`src/hw/rtl/arlp_pkg.sv`:
```
// ----------------------------------------------------------------------------
// arlp_pkg
// Types, codes and helpers shared by the range list parser modules.
// ----------------------------------------------------------------------------
package arlp_pkg;

  typedef enum logic [3:0] {
    PH_ID, PH_CHI, PH_CLO, PH_FLAG,
    PH_MIN0, PH_MIN1, PH_MIN2,
    PH_MAX0, PH_MAX1, PH_MAX2,
    PH_DONE, PH_EMPTY
  } phase_t;

  localparam logic [1:0] ST_RANGE = 2'd0;
  localparam logic [1:0] ST_TRUNC = 2'd1;
  localparam logic [1:0] ST_EMPTY = 2'd2;

  localparam int QUEUE_DEPTH = 2;
  localparam int QPTR_W      = $clog2(QUEUE_DEPTH);
  localparam int QCNT_W      = $clog2(QUEUE_DEPTH + 1);

  typedef struct packed {
    logic [7:0]  packet_id;
    logic [23:0] range_min;
    logic [23:0] range_max;
    logic        last_range;
    logic [1:0]  status;
  } arlp_result_t;

  // add one byte to a 24-bit number; k is the byte's position in arrival order
  function automatic logic [23:0] triad_add(input logic [23:0] acc, input logic [7:0] b,
                                            input logic [1:0] k, input logic be);
    logic [23:0] r;
    if (be) begin
      r = {acc[15:0], b};
    end else begin
      r = acc | ({16'h0000, b} << {k, 3'b000});
    end
    return r;
  endfunction

endpackage

```
`src/hw/rtl/arlp_queue.sv`:
```
// ----------------------------------------------------------------------------
// arlp_queue
// Short result queue between the parser front and the output stage.
// ----------------------------------------------------------------------------
module arlp_queue (
  input  logic                  clk,
  input  logic                  rst_n,
  input  logic                  push,
  input  arlp_pkg::arlp_result_t push_data,
  input  logic                  pop,
  output logic                  full,
  output logic                  valid,
  output arlp_pkg::arlp_result_t head
);
  import arlp_pkg::*;

  arlp_result_t      mem_r [QUEUE_DEPTH];
  logic [QPTR_W-1:0] wr_ptr_r;
  logic [QPTR_W-1:0] rd_ptr_r;
  logic [QCNT_W-1:0] count_r;
  logic [QCNT_W-1:0] count_nxt;
  logic              do_push;
  logic              do_pop;

  assign full    = (count_r == QCNT_W'(QUEUE_DEPTH));
  assign valid   = (count_r != '0);
  assign head    = mem_r[rd_ptr_r];
  assign do_push = push && !full;
  assign do_pop  = pop && valid;

  always_comb begin
    count_nxt = count_r;
    if (do_push && !do_pop) begin
      count_nxt = count_r + 1'b1;
    end else if (do_pop && !do_push) begin
      count_nxt = count_r - 1'b1;
    end
  end

  always_ff @(posedge clk) begin
    if (do_push) begin
      mem_r[wr_ptr_r] <= push_data;
    end
  end

  always_ff @(posedge clk) begin
    if (!rst_n) begin
      wr_ptr_r <= '0;
      rd_ptr_r <= '0;
      count_r  <= '0;
    end else begin
      count_r <= count_nxt;
      if (do_push) begin
        wr_ptr_r <= (wr_ptr_r == QPTR_W'(QUEUE_DEPTH - 1)) ? '0 : wr_ptr_r + 1'b1;
      end
      if (do_pop) begin
        rd_ptr_r <= (rd_ptr_r == QPTR_W'(QUEUE_DEPTH - 1)) ? '0 : rd_ptr_r + 1'b1;
      end
    end
  end

endmodule

```
`src/hw/rtl/arlp_front.sv`:
```
// ----------------------------------------------------------------------------
// arlp_front
// Byte parser: tracks the packet phase and builds one result per range or end.
// ----------------------------------------------------------------------------
module arlp_front (
  input  logic                  clk,
  input  logic                  rst_n,
  input  logic                  triad_be,
  input  logic                  accept,
  input  logic [7:0]            data_byte,
  input  logic                  end_of_packet,
  output logic                  push,
  output arlp_pkg::arlp_result_t push_data
);
  import arlp_pkg::*;

  phase_t      phase_r, phase_nxt, phase_step;
  logic [15:0] ranges_r, ranges_nxt;
  logic        single_r, single_nxt;
  logic [23:0] min_r, min_nxt;
  logic [23:0] max_r, max_nxt;
  logic [7:0]  id_r, id_nxt;
  logic        done;
  logic        last;

  assign last = (ranges_r == 16'd1);
  assign done = ((phase_r == PH_MIN2) && single_r) || (phase_r == PH_MAX2);

  always_comb begin
    phase_step = phase_r;
    case (phase_r)
      PH_ID:    phase_step = PH_CHI;
      PH_CHI:   phase_step = PH_CLO;
      PH_CLO:   phase_step = ({ranges_r[15:8], data_byte} != 16'd0) ? PH_FLAG : PH_EMPTY;
      PH_FLAG:  phase_step = PH_MIN0;
      PH_MIN0:  phase_step = PH_MIN1;
      PH_MIN1:  phase_step = PH_MIN2;
      PH_MIN2:  phase_step = single_r ? (last ? PH_DONE : PH_FLAG) : PH_MAX0;
      PH_MAX0:  phase_step = PH_MAX1;
      PH_MAX1:  phase_step = PH_MAX2;
      PH_MAX2:  phase_step = last ? PH_DONE : PH_FLAG;
      PH_DONE:  phase_step = PH_DONE;
      PH_EMPTY: phase_step = PH_EMPTY;
      default:  phase_step = PH_CHI;
    endcase
    phase_nxt = end_of_packet ? PH_ID : phase_step;
  end

  always_comb begin
    ranges_nxt = ranges_r;
    single_nxt = single_r;
    min_nxt    = min_r;
    max_nxt    = max_r;
    id_nxt     = id_r;
    case (phase_r)
      PH_CHI:  ranges_nxt = {data_byte, 8'h00};
      PH_CLO:  ranges_nxt = {ranges_r[15:8], data_byte};
      PH_FLAG: begin
        single_nxt = (data_byte != 8'h00);
        min_nxt    = '0;
        max_nxt    = '0;
      end
      PH_MIN0: min_nxt = triad_add(min_r, data_byte, 2'd0, triad_be);
      PH_MIN1: min_nxt = triad_add(min_r, data_byte, 2'd1, triad_be);
      PH_MIN2: begin
        min_nxt = triad_add(min_r, data_byte, 2'd2, triad_be);
        if (single_r) begin
          max_nxt = min_nxt;
        end
      end
      PH_MAX0: max_nxt = triad_add(max_r, data_byte, 2'd0, triad_be);
      PH_MAX1: max_nxt = triad_add(max_r, data_byte, 2'd1, triad_be);
      PH_MAX2: max_nxt = triad_add(max_r, data_byte, 2'd2, triad_be);
      PH_DONE, PH_EMPTY: ;
      default: id_nxt = data_byte;
    endcase
    if (done) begin
      ranges_nxt = ranges_r - 16'd1;
    end
  end

  always_comb begin
    push      = 1'b0;
    push_data = '0;
    if (done) begin
      push                 = accept;
      push_data.packet_id  = id_r;
      push_data.range_min  = min_nxt;
      push_data.range_max  = max_nxt;
      push_data.last_range = last;
      push_data.status     = (end_of_packet && !last) ? ST_TRUNC : ST_RANGE;
    end else if (end_of_packet && (phase_step != PH_DONE)) begin
      push                = accept;
      push_data.packet_id = id_nxt;
      push_data.status    = (phase_step == PH_EMPTY) ? ST_EMPTY : ST_TRUNC;
    end
  end

  always_ff @(posedge clk) begin
    if (!rst_n) begin
      phase_r  <= PH_ID;
      ranges_r <= '0;
      single_r <= 1'b0;
      min_r    <= '0;
      max_r    <= '0;
      id_r     <= '0;
    end else if (accept) begin
      phase_r <= phase_nxt;
      id_r    <= id_nxt;
      if (end_of_packet) begin
        ranges_r <= '0;
        single_r <= 1'b0;
        min_r    <= '0;
        max_r    <= '0;
      end else begin
        ranges_r <= ranges_nxt;
        single_r <= single_nxt;
        min_r    <= min_nxt;
        max_r    <= max_nxt;
      end
    end
  end

endmodule

```
`src/hw/rtl/arlp_back.sv`:
```
// ----------------------------------------------------------------------------
// arlp_back
// Output stage: takes results from the queue and holds them on the stream.
// ----------------------------------------------------------------------------
module arlp_back (
  input  logic                  clk,
  input  logic                  rst_n,
  input  logic                  q_valid,
  input  arlp_pkg::arlp_result_t q_head,
  output logic                  q_pop,
  output logic                  out_tvalid,
  input  logic                  out_tready,
  output logic [55:0]           out_tdata,
  output logic                  out_tlast,
  output logic [1:0]            out_tuser
);
  import arlp_pkg::*;

  logic         valid_r;
  arlp_result_t rec_r;

  assign q_pop = q_valid && (!valid_r || out_tready);

  always_ff @(posedge clk) begin
    if (q_pop) begin
      rec_r <= q_head;
    end
  end

  always_ff @(posedge clk) begin
    if (!rst_n) begin
      valid_r <= 1'b0;
    end else if (!valid_r || out_tready) begin
      valid_r <= q_valid;
    end
  end

  assign out_tvalid = valid_r;
  assign out_tdata  = {rec_r.range_max, rec_r.range_min, rec_r.packet_id};
  assign out_tlast  = rec_r.last_range;
  assign out_tuser  = rec_r.status;

endmodule

```
`src/hw/rtl/ack_range_list_parser_unit.sv`:
```
// ----------------------------------------------------------------------------
// ack_range_list_parser_unit: acknowledgement range list parser, one byte a cycle while the queue is not full.
// Path: a result passes through the result queue and then the output register before it is on out_tvalid.
// Throughput: one byte each cycle while the result queue is not full; in_tready drops when it is full.
// Reset: synchronous rst_n clears phase, counts, queue, output and register.
// ----------------------------------------------------------------------------
module ack_range_list_parser_unit (
  input  logic        clk,
  input  logic        rst_n,
  input  logic        in_tvalid,
  output logic        in_tready,
  input  logic [7:0]  in_tdata,   // [7:0] data_byte
  input  logic        in_tlast,
  output logic        out_tvalid,
  input  logic        out_tready,
  output logic [55:0] out_tdata,  // [7:0] packet_id, [31:8] range_min, [55:32] range_max
  output logic        out_tlast,
  output logic [1:0]  out_tuser,  // [1:0] status
  input  logic        cfg_psel,
  input  logic        cfg_penable,
  input  logic        cfg_pwrite,
  input  logic [1:0]  cfg_paddr,
  input  logic [31:0] cfg_pwdata,
  output logic [31:0] cfg_prdata,
  output logic        cfg_pready
);
  import arlp_pkg::*;

  logic         triad_be_r;
  logic         accept;
  logic         push;
  arlp_result_t push_data;
  logic         q_full;
  logic         q_valid;
  logic         q_pop;
  arlp_result_t q_head;

  assign cfg_pready = 1'b1;
  assign cfg_prdata = (cfg_paddr == 2'd0) ? {31'h0, triad_be_r} : {31'h0, triad_be_r};

  always_ff @(posedge clk) begin
    if (!rst_n) begin
      triad_be_r <= 1'b0;
    end else if (cfg_psel && cfg_penable && cfg_pwrite && cfg_pready) begin
      triad_be_r <= cfg_pwdata[0];
    end
  end

  assign in_tready = !q_full;
  assign accept    = in_tvalid && in_tready;

  arlp_front u_front (
    .clk           (clk),
    .rst_n         (rst_n),
    .triad_be      (triad_be_r),
    .accept        (accept),
    .data_byte     (in_tdata),
    .end_of_packet (in_tlast),
    .push          (push),
    .push_data     (push_data)
  );

  arlp_queue u_queue (
    .clk       (clk),
    .rst_n     (rst_n),
    .push      (push),
    .push_data (push_data),
    .pop       (q_pop),
    .full      (q_full),
    .valid     (q_valid),
    .head      (q_head)
  );

  arlp_back u_back (
    .clk        (clk),
    .rst_n      (rst_n),
    .q_valid    (q_valid),
    .q_head     (q_head),
    .q_pop      (q_pop),
    .out_tvalid (out_tvalid),
    .out_tready (out_tready),
    .out_tdata  (out_tdata),
    .out_tlast  (out_tlast),
    .out_tuser  (out_tuser)
  );

endmodule

```
`config.mk`:
```
export PLATFORM = sky130hd
export DESIGN_NAME = ack_range_list_parser_unit
export DESIGN_NICKNAME = d
export VERILOG_FILES = /design/src/hw/rtl/arlp_pkg.sv /design/src/hw/rtl/arlp_queue.sv /design/src/hw/rtl/arlp_front.sv /design/src/hw/rtl/arlp_back.sv /design/src/hw/rtl/ack_range_list_parser_unit.sv
export SDC_FILE = /design/constraint.sdc
export NUM_CORES = 1
export LEC_CHECK = 0
export BUFFER_PORTS_ARGS = -buffer_cell sky130_fd_sc_hd__buf_2
export CAP_MARGIN = 40
export CELL_PAD_IN_SITES_DETAIL_PLACEMENT = 0
export CELL_PAD_IN_SITES_GLOBAL_PLACEMENT = 1
export CORE_ASPECT_RATIO = 0.75
export CORE_UTILIZATION = 50
export CTS_CLUSTER_DIAMETER = 100
export DETAILED_ROUTE_END_ITERATION = 7
export PLACE_DENSITY = 0.89
export SLEW_MARGIN = 20
export SYNTH_ARGS = -nofsm -noshare
export SYNTH_HDL_FRONTEND = slang
export SYNTH_SLANG_ARGS = --single-unit
```
`constraint.sdc`:
```
create_clock -name clk -period 8 [get_ports clk]
set_input_delay 1.2 -clock clk [delete_from_list [all_inputs] [get_ports clk]]
set_output_delay 1.2 -clock clk [all_outputs]
set_load 0.005 [all_outputs]
```
==> metrics.yaml <==
synthesis:
  synth.top_cells.by_count: "177 x sky130_fd_sc_hd__edfxtp_1, 83 x sky130_fd_sc_hd__dfxtp_1, 67 x sky130_fd_sc_hd__mux2_2"
  register_area_share_after_synthesis: 0.595
  yosys.cell_types.count: 76
  gate_count_post_synth: 980
  synth.area.top_cells: "sky130_fd_sc_hd__edfxtp_1 45%, sky130_fd_sc_hd__dfxtp_1 14%, sky130_fd_sc_hd__mux2_2 6.4%, sky130_fd_sc_hd__buf_4 2.4%, sky130_fd_sc_hd__a21oi_1 2.2%"
  synth_area_per_cell_um2: 12.0
  mappedNetlistArea_mm2: 0.0117
  synth-edff-count: 177
  synth_async_sr_flop_share: 0
  synth_compound_gate_area_share: 0.162
  synth_area_leader_cell: "sky130_fd_sc_hd__edfxtp_1"
  synth_largest_type_area_fraction: 0.453
  dominantRegCellSynth: "sky130_fd_sc_hd__edfxtp_1"
  synth.ff_latch_count: 260
  combinational_family_with_the_most_area_after_synthesis: "compound AO/OA/AOI/OAI gates"
  synthXorXnorAreaFrac: 0.00224
  synthMuxAreaShare: 0.0738
  yosys.area_share.adder: 0.00406
  synth.most_common_cell: "sky130_fd_sc_hd__edfxtp_1"
  ys.warnings.count: 0
  synth-simple-area-share: 0.105
pwr:
  powerDensity_mw_per_mm2: 273
  worst_ir_drop_vdd_mv: 0.187
  power.share.switching: 0.258
  power_report.internal_total_mw: 2.65
  clockPowerShare: 0.351
  combPwrFrac: 0.177
  pwr-share-seq: 0.472
  power_leakage_nw: 4.44
  power.switching_mw: 0.924
route:
  wl_per_cell_um: 20.2
  drtIter0Drc: 962
  drtAntennaViolNets: 0
  via_per_inst: 6.13
  detail_route.first_pass.iterations: 7
  drc: 0
  total_via_count_after_detailed_routing: 8252
  routed_wl_mm: 27.3
flow_run:
  cap_violations: 0
sta:
  worstMarginPinSlew_ps: 837
  clock_skew_ps: 8.35
  worst_slew_margin_rel: 0.438
  final-hold-violation-count: 0
  final-setup-viol-count: 0
  timing_max_transition_violations_final: 0
  maxClockFrequency_mhz: 270
  unrepaired_setup_endpoints_after_global_routing: "no"
  final_min_period_over_clock_period: 0.462
  timing.setup.tns_ps: 0
  min_period_ps: 3700
place:
  placedCellCount: 1299
  dp_hpwl_mm: 17.2
  finalWeightedCongestion: 0.870
  io_buffer_count: 78
die:
  die_h_um: 135
  overall_die_width_um: 179
  core_region_area_mm2: 0.0230
  initial_core_util: 0.510
  floorplan_die_area_mm2: 0.0241
  io_pins: 144
  fp-row-count: 48
cells_and_area:
  insertedDiodeCount: 0
  drive_above_1_share: 0.214
  area_delta_synth_final_pct: 11.8
  fin_cells: 1347
  final_nets: 1081
setup_path:
  end_kind: "flop"
  critPathBufInv: 1
  crit_path_max_incr_delay_ps: 880
  worst_path_max_delay_cell: "sky130_fd_sc_hd__and4bb_2"
  crit_type: "reg -> reg"
  worstPathMaxFanout: 53
  timing.critical_path.from_type: "flop"
  worst_path_dominant_cell_family: "simple AND/OR/NAND/NOR gates"
  cp.arrival_ps: 3850
  crit_required_ps: 8160
  worst-r2r-setup-slack_ps: 4300
  cp_cell_sequence: "and4bb_2, nand2_1, a21oi_1, o221ai_1, nor2_4, buf_4"
clock_network:
  post-cts-setup-buffers: 0
  clkLatencyLatePin_ps: 530
  cts_sinks: 260
  clock-root-buffer: "sky130_fd_sc_hd__clkbuf_16"
  cts-htree-levels: 1
  cts.repair.resized: 0
  ctsHoldBuffers: 0
  clk_pin_slew_ps: 60
  tritoncts: "done"
  tritoncts.num_buffers: 26
  clockBufferDepth: 3
global_routing:
  grt_pass1_vias: 7573
  grt_remaining_overflow: 0
  grt_max_degree: 66
  grt_antenna_before_repair: 0
  grt_usage: 0.225
  grt_pass1_wl_mm: 42.2
worst_hold_path:
  hp-class: "reg -> reg"
status:
  outcome: "completed"
-- final timing paths --
kind                                                        to  cells after the start                            start
worst max register to register  u_queue.mem_r[1][19]$_DFFE_PP_                      6  u_front.phase_r[3]$_SDFFE_PN0P_
worst max-delay path            u_queue.mem_r[1][19]$_DFFE_PP_                      6  u_front.phase_r[3]$_SDFFE_PN0P_
worst min-delay path            u_front.max_r[22]$_SDFFE_PN0P_                      1   u_front.max_r[22]$_SDFFE_PN0P_
worst min register to register  u_front.max_r[22]$_SDFFE_PN0P_                      1   u_front.max_r[22]$_SDFFE_PN0P_
-- flip-flops by register name, indices dropped and copies added (netlist names), 2 cells and up --
name	count
u_back.out_tuser	2
u_front.phase_r	4
u_front.min_r	24
u_front.ranges_r	16
u_queue.count_r	2
u_back.out_tdata	56
u_front.id_r	8
u_queue.mem_r	118
u_front.max_r	24
-- area by class of cell --
cell class,instances,area [µm²]
Tap cell,300,375
Fill cell,1889,9890
Timing Repair Buffer,95,543
Clock buffer,32,683
Multi-Input combinational cell,618,4230
Sequential cell,260,6980
Clock inverter,15,199
Inverter,27,101
-- logic make-up after synthesis --
kind of cell / count (synthesis)
compound gates: 265
mux: 78
buf+inv: 132
other cells: 2
xor+xnor: 3
flops: 260
fa+ha+maj: 4
simple gates: 236
-- placed cells by master (no fill, tap or decap), types with 23 or more instances in the layout --
cell type	n
sky130_fd_sc_hd__nand3_1	24
sky130_fd_sc_hd__nor2_1	62
sky130_fd_sc_hd__inv_1	27
sky130_fd_sc_hd__nor2b_1	23
sky130_fd_sc_hd__a22o_1	27
sky130_fd_sc_hd__dfxtp_1	81
sky130_fd_sc_hd__conb_1	32
sky130_fd_sc_hd__buf_2	79
sky130_fd_sc_hd__nand2_1	56
sky130_fd_sc_hd__a21oi_1	52
sky130_fd_sc_hd__clkbuf_16	26
sky130_fd_sc_hd__o21ai_0	39
sky130_fd_sc_hd__mux2_2	67
sky130_fd_sc_hd__edfxtp_1	177
-- power groups by stage --
stage | Combinational (mW) | Clock [mW] | Sequential [mW]
after detailed placement | 0.615 | 0 | 1.72
final | 0.631 | 1.25 | 1.69
after global placement | 0.601 | 0 | 1.72
after CTS | 0.621 | 1.28 | 1.69
after global routing | 0.697 | 1.33 | 1.70
after floorplan | 0.388 | 0 | 1.75
-- routing by layer --
metal | track usage | wire, µm | vias up
li1 | - | - | 3778
met1 | 0.344 | 12600 | 4090
met2 | 0.331 | 12100 | 345
met3 | 0.0394 | 2100 | 39
met4 | 0.0518 | 441 | 0
met5 | 0 | 0 | -
-- stage by stage --
| step | instance area, µm² | utilization | hold WS, ps | worst slack (ps) | power [mW] |
|---|---|---|---|---|---|
| after global routing | 13100 | 0.570 | 490 | 4120 | 3.73 |
| after global placement | 12200 | 0.529 | 453 | 4230 | 2.32 |
| after floorplan | 11800 | - | 433 | 3080 | 2.14 |
| final | 13100 | 0.570 | 475 | 4300 | 3.57 |
| after detailed placement | 12200 | 0.530 | 457 | 4300 | 2.34 |
| after CTS | 13100 | 0.569 | 476 | 4360 | 3.59 |
(Power assumes the default switching activity.)
